$ cat src/rtl/vfv_pkg.sv
// Shared types and constants of the voxel face visibility block.
package vfv_pkg;

    // Default chunk dimensions
    localparam int CHUNK_WIDTH_DEF  = 16;
    localparam int CHUNK_HEIGHT_DEF = 64;

    // Payload field widths
    localparam int X_W    = 4;
    localparam int Y_W    = 6;
    localparam int Z_W    = 4;
    localparam int ID_W   = 8;
    localparam int FACE_COUNT = 6;

    // Function codes of an input item
    localparam logic FUNC_WRITE = 1'b0;
    localparam logic FUNC_QUERY = 1'b1;

    // Voxel selected by the address unit: the voxel itself or one neighbor
    typedef enum logic [2:0] {
        SEL_HERE = 3'd0,
        SEL_PX   = 3'd1,
        SEL_NX   = 3'd2,
        SEL_PY   = 3'd3,
        SEL_NY   = 3'd4,
        SEL_PZ   = 3'd5,
        SEL_NZ   = 3'd6
    } face_sel_t;

    // Last step of a query: collect only, no read issued
    localparam logic [2:0] STEP_LAST = 3'd7;

endpackage

$ cat src/rtl/vfv_addr_unit.sv
// Shared neighbor unit: offsets a voxel, checks the chunk bounds, forms the address.
module vfv_addr_unit #(
    parameter int CHUNK_WIDTH  = vfv_pkg::CHUNK_WIDTH_DEF,
    parameter int CHUNK_HEIGHT = vfv_pkg::CHUNK_HEIGHT_DEF,
    parameter int ADDR_W       = 14
) (
    input  logic [vfv_pkg::X_W-1:0] x_pos,
    input  logic [vfv_pkg::Y_W-1:0] y_pos,
    input  logic [vfv_pkg::Z_W-1:0] z_pos,
    input  vfv_pkg::face_sel_t      sel,
    output logic                    in_chunk,
    output logic [ADDR_W-1:0]       addr
);

    localparam int PLANE = CHUNK_WIDTH * CHUNK_HEIGHT;

    logic [vfv_pkg::X_W:0] nx;
    logic [vfv_pkg::Y_W:0] ny;
    logic [vfv_pkg::Z_W:0] nz;
    logic                  under;
    logic                  sel_ok;
    logic [31:0]           addr_full;

    // Step to the selected neighbor, flag a step below zero
    always_comb
    begin
        nx     = {1'b0, x_pos};
        ny     = {1'b0, y_pos};
        nz     = {1'b0, z_pos};
        under  = 1'b0;
        sel_ok = 1'b1;
        case (sel)
            vfv_pkg::SEL_HERE: ;
            vfv_pkg::SEL_PX: nx = {1'b0, x_pos} + (vfv_pkg::X_W+1)'(1);
            vfv_pkg::SEL_NX:
            begin
                under = (x_pos == '0);
                nx    = {1'b0, x_pos} - (vfv_pkg::X_W+1)'(1);
            end
            vfv_pkg::SEL_PY: ny = {1'b0, y_pos} + (vfv_pkg::Y_W+1)'(1);
            vfv_pkg::SEL_NY:
            begin
                under = (y_pos == '0);
                ny    = {1'b0, y_pos} - (vfv_pkg::Y_W+1)'(1);
            end
            vfv_pkg::SEL_PZ: nz = {1'b0, z_pos} + (vfv_pkg::Z_W+1)'(1);
            vfv_pkg::SEL_NZ:
            begin
                under = (z_pos == '0);
                nz    = {1'b0, z_pos} - (vfv_pkg::Z_W+1)'(1);
            end
            default: sel_ok = 1'b0;
        endcase
    end

    // Bounds check and linear address, z-major then y then x
    assign in_chunk = sel_ok && !under &&
                      (int'(nx) < CHUNK_WIDTH) &&
                      (int'(ny) < CHUNK_HEIGHT) &&
                      (int'(nz) < CHUNK_WIDTH);

    assign addr_full = 32'(nz) * 32'(PLANE) + 32'(ny) * 32'(CHUNK_WIDTH) + 32'(nx);
    assign addr      = in_chunk ? addr_full[ADDR_W-1:0] : '0;

endmodule

$ cat config.mk
export PLATFORM = sky130hd
export DESIGN_NAME = vfv_addr_unit
export DESIGN_NICKNAME = d
export VERILOG_FILES = /design/src/rtl/vfv_pkg.sv /design/src/rtl/vfv_addr_unit.sv
export SDC_FILE = /design/constraint.sdc
export NUM_CORES = 1
export LEC_CHECK = 0
export BUFFER_PORTS_ARGS = -buffer_cell sky130_fd_sc_hd__buf_2
export CAP_MARGIN = 20
export CORE_MARGIN = 5
export CORE_UTILIZATION = 58
export DETAILED_ROUTE_END_ITERATION = 10
export GPL_TIMING_DRIVEN = 0
export PLACE_DENSITY = 0.9
export SYNTH_ARGS = -nofsm -noshare
export SYNTH_HDL_FRONTEND = slang
export SYNTH_SLANG_ARGS = --single-unit
export TNS_END_PERCENT = 10
$ cat constraint.sdc
create_clock -name vclk -period 5.7
set_input_delay 0.285 -clock vclk [all_inputs]
set_output_delay 0.285 -clock vclk [all_outputs]
set_load 0.01 [all_outputs]
== After elaboration in Yosys (flattened, before gate mapping) ==
Index checks and enable logic that the tools add are counted.
Operators by class
  reductions and logical operators: 10
  muxes and demuxes: 6
  eq/ne operators: 6
  add/subtract/negate cells: 8
  magnitude comparators: 3
Operators by type and width (count)
  5-bit one-hot mux with 2 select lines: 2
  14-bit by 11-bit adder with 14-bit output: 1
  14-bit by 5-bit adder with 14-bit output: 1
  14-bit two-way mux: 1
  7-bit one-hot mux with 2 select lines: 1
  4-bit by 1-bit adder with 5-bit output (second input constant): 2
  5-bit less-than comparator (second input constant): 2
  4-bit by 1-bit subtractor with 5-bit output (second input constant): 2
  3-bit == test (second input constant): 3
  4-bit zero test: 2
  6-bit by 1-bit adder with 7-bit output (second input constant): 1
  7-bit less-than comparator (second input constant): 1
  7-bit OR reduction: 1
  6-bit by 1-bit subtractor with 7-bit output (second input constant): 1
  3-bit by 2-bit == test with 1-bit output (second input constant): 2
  6-bit zero test: 1
  1-bit logical AND: 4
  3-bit by 1-bit == test with 1-bit output (second input constant): 1
  3-bit zero test: 1
  1-bit one-hot mux with 3 select lines: 1
  1-bit zero test: 1
  1-bit two-way mux: 1
Storage, ports and cells
  logic and storage cells: 33
  input port bits: 17
  register bits after elaboration: 0

== Depth between registers and ports, before layout ==
  depth after elaboration: 8
  gate-level depth with buffers: 14

== Worst setup path before layout ==
OpenSTA, ideal clock, no wires.
  path type: input to output
  start point: input port sel[0]
  end point: output port addr[12]
  arrival time: 2.991 ns
  cell stages on the path: 14
  slack: 2.424 ns
  required time: 5.415 ns
  path buffers: 1
  path through: buf_6 > nand2b_1 > nor2_1 > ha_1 > a21o_1 > a21oi_1 > xnor2_1 > and2_1 > ha_1 > ha_1 > and2_4 > a41oi_2 > or3b_1 > a21oi_2
Between the ends
  cells in the longest elaborated chain, start to end: 8
RTL lines
  from (decl): line vfv_addr_unit.sv:10  | input vfv_pkg::face_sel_t sel,
  branches (longest 7 deep; another with 14-bit by 11-bit adder with 14-bit output)
  14-bit two-way mux (*): line vfv_addr_unit.sv:63  | assign addr = in_chunk ? addr_full[ADDR_W-1:0] : '0;
  to (decl): line vfv_addr_unit.sv:12  | output logic [ADDR_W-1:0] addr
Every way passes the cells marked *.

== Worst setup path after layout ==
  start point: input port sel[2]
  end point: output port addr[12]
Same word-level chain as after synthesis.

==> results.py <==
metrics = {
    "drt": {
        "wl_um": 2300,
        "drc": 0,
        "via_per_inst": 5.87,
        "vias": 1004,
        "drtPass1Iterations": 4,
        "drt_iter0_markers": 23,
        "postRouteAntennaNets": 0,
        "wl_per_cell_um": 13.5,
    },
    "die": {
        "initial_core_util_pct": 62.5,
        "num_rows": 14,
        "dieWidth_um": 50.5,
        "ios": 32,
        "die_area_um2": 2550,
        "die_y_um": 50.5,
        "core_um2": 1520,
    },
    "pwr": {
        "comb_power_share_pct": 100.0,
        "power_frac_clock_pct": 0,
        "cellPowerDensity_nw_per_um2": 94.7,
        "irDropWorstVdd_uv": 50.2,
        "switching_power_uw": 58.9,
        "internal_power_uw": 46.9,
        "power.leakage_uw": 0.000532,
        "p_seq_share_pct": 0,
        "p_sw_share_pct": 55.6,
    },
    "layout": {
        "drive_gt1_share_pct": 27.1,
        "finalNetCount": 186,
        "seqCellArea_um2": 0,
        "numSequentialCells": 0,
        "syn_to_final_growth_pct": 17.3,
        "insertedDiodeCount": 0,
        "clkbuf_count": 0,
    },
    "critical_path": {
        "start_kind": "input pin",
        "cp.required_ns": 5.41,
        "path_buf_inv": 3,
        "cp.arrival_ns": 3.56,
        "cpMostUsedCell": "ha_1",
        "slowest_delay_ns": 0.47,
        "crit_family": "simple AND/OR/NAND/NOR gates",
        "cp_max_fo": 10,
        "crit_chain": "buf_2, clkbuf_1, nor2_1, ha_1, a21o_1, a21oi_1, xnor2_1, and2_1, ha_1, ha_1, and2_4, a41oi_2, or3b_1, a21oi_2, buf_2",
        "cp_slowest_cell": "nor2_1",
        "end_kind": "output port",
        "timing_worst_setup_path_type": "input pin to output port",
    },
    "timing": {
        "hold_viol_final": 0,
        "setup_viol": 0,
        "period_needed_ns": 3.84,
        "slew_headroom_pct": 64.7,
        "tns_ns": 0,
        "tightest_slew_ns": 0.527,
        "finalMaxSlewViolations": 0,
        "fmax_ghz": 0.260,
        "layout_setup_ws_ns": 1.86,
        "finalCritPeriodShare_pct": 67.4,
        "rsz0062_at_grt": "no",
    },
    "placement": {
        "dp_hpwl_um": 2000,
        "port_buffers": 29,
        "gp_congestion": 0.812,
        "pre_cts_ws_ns": 1.88,
    },
    "min_path": {
        "holdPathStages": 4,
        "holdPathEnd": "addr[3]",
        "hold_class": "input pin to output port",
        "hp-start": "x_pos[3]",
    },
    "global_routing": {
        "grt_util_all_layers_pct": 16.8,
        "overflow": 0,
        "grt_max_degree": 11,
        "antenna_found_initial": 0,
        "first_global_vias": 918,
        "grt_pass1_wl_um": 3680,
    },
    "logic_synthesis": {
        "synthCells": 126,
        "synth_top_area_share_pct": 13.1,
        "avgSynthCellArea_um2": 7.56,
        "synth_largest_area_cell": "ha_1",
        "synthTopCellsByArea": "ha_1, xnor2_1, xor2_1",
        "synthesis.nets": 155,
        "ys_warn_count": 0,
        "ys_seq_area_share_pct": 0,
        "synth_cell_type_count": 44,
        "netlist_area_um2": 952,
    },
    "clocking": {
        "post-cts-setup-buffers": 0,
        "cts_resized": 0,
        "postCtsHoldBufs": 0,
    },
    "status": {
        "status": "complete, no violations",
    },
    "flow_run": {
        "cap_violations": 0,
    },
}
[cell usage after synthesis (all sizes together) (2+ instances only)]
library cell  instances
a211oi                2
a21o                  4
a21oi                 6
a31oi                 2
a41oi                 2
and2                  4
and3                  2
buf                   5
clkbuf                2
fa                    2
ha                   10
inv                   2
mux2i                 5
nand2                 8
nand3                 3
nand4b                2
nor2                 17
nor2b                 3
nor3                  6
o22ai                 2
o32ai                 2
or3                   2
or3b                  2
or4                   2
xnor2                12
xor2                  8
[tightest hold or removal path, stage by stage]
cell	delay [ns]
buf_2	0.11
mux2i_1	0.06
nor2_1	0.07
buf_2	0.13
[power groups by stage]
stage	combinational, uW	sequential (uW)	clock, uW
after floorplan	71.2	0	0
after global placement	101	0	0
after detailed placement	106	0	0
after CTS	106	0	0
after global routing	117	0	0
final	106	0	0
[how the worst max path moves through the flow]
stage / startpoint / end / slack [ns] / cells after the start
finish: sel[2] / addr[12] / 1.86 / 15
global route: sel[2] / addr[12] / 1.61 / 15
CTS: sel[2] / addr[12] / 1.88 / 15
detailed placement: sel[2] / addr[12] / 1.88 / 15
global placement: sel[2] / addr[12] / 2.07 / 15
floorplan: sel[0] / addr[12] / 2.42 / 14
[layout make-up]
type	count	area [um2]
fill	134	407
multi-input combinational	117	897
tap	16	20.0
timing repair buffer	29	145
buffer	7	47.5
inverter	2	7.51
[cells in the final DEF (no fill, tap or decap), drive strengths merged, types with 3 or more instances in the layout]
master and n:
mux2i 5, a21oi 6, and2 4, nand3 3
buf 34, a21o 4, nor3 6, nor2 17
nor2b 3, xnor2 12, ha 10, nand2 8
xor2 8
[metrics by stage]
stage | instances | cell area, um2 | hold WS, ns | util, % | power (uW)
detailed placement | 171 | 1120 | 0.938 | 73.3 | 106
CTS | 171 | 1120 | 0.942 | 73.3 | 106
finish | 171 | 1120 | 0.940 | 73.3 | 106
global placement | 171 | 1120 | 0.930 | 73.3 | 101
floorplan | 126 | 952 | 0.720 | - | 71.2
global route | 171 | 1120 | 0.985 | 73.3 | 117
[per-layer routing]
layer / up-vias / track usage [%] / wire length, um
met2: 30 / 34.1 / 1240
li1: 520 / - / -
met1: 454 / 19.8 / 912
met4: 0 / 1.28 / 0
met5: - / 0 / 0
met3: 0 / 0.296 / 143
[kinds of logic (layout without fill, tap and decap cells)]
logic type               Yosys count  count (layout)  synth area share, %
AND/OR/NAND/NOR                   54              54                 30.2
buffers and inverters              9              38                 5.78
XOR/XNOR                          20              20                 20.0
multiplexers                       5               5                 5.26
AO/OA/AOI/OAI                     26              26                 21.4
adder cells (fa/ha/maj)           12              12                 17.3
Power figures use the tool's default switching activity.
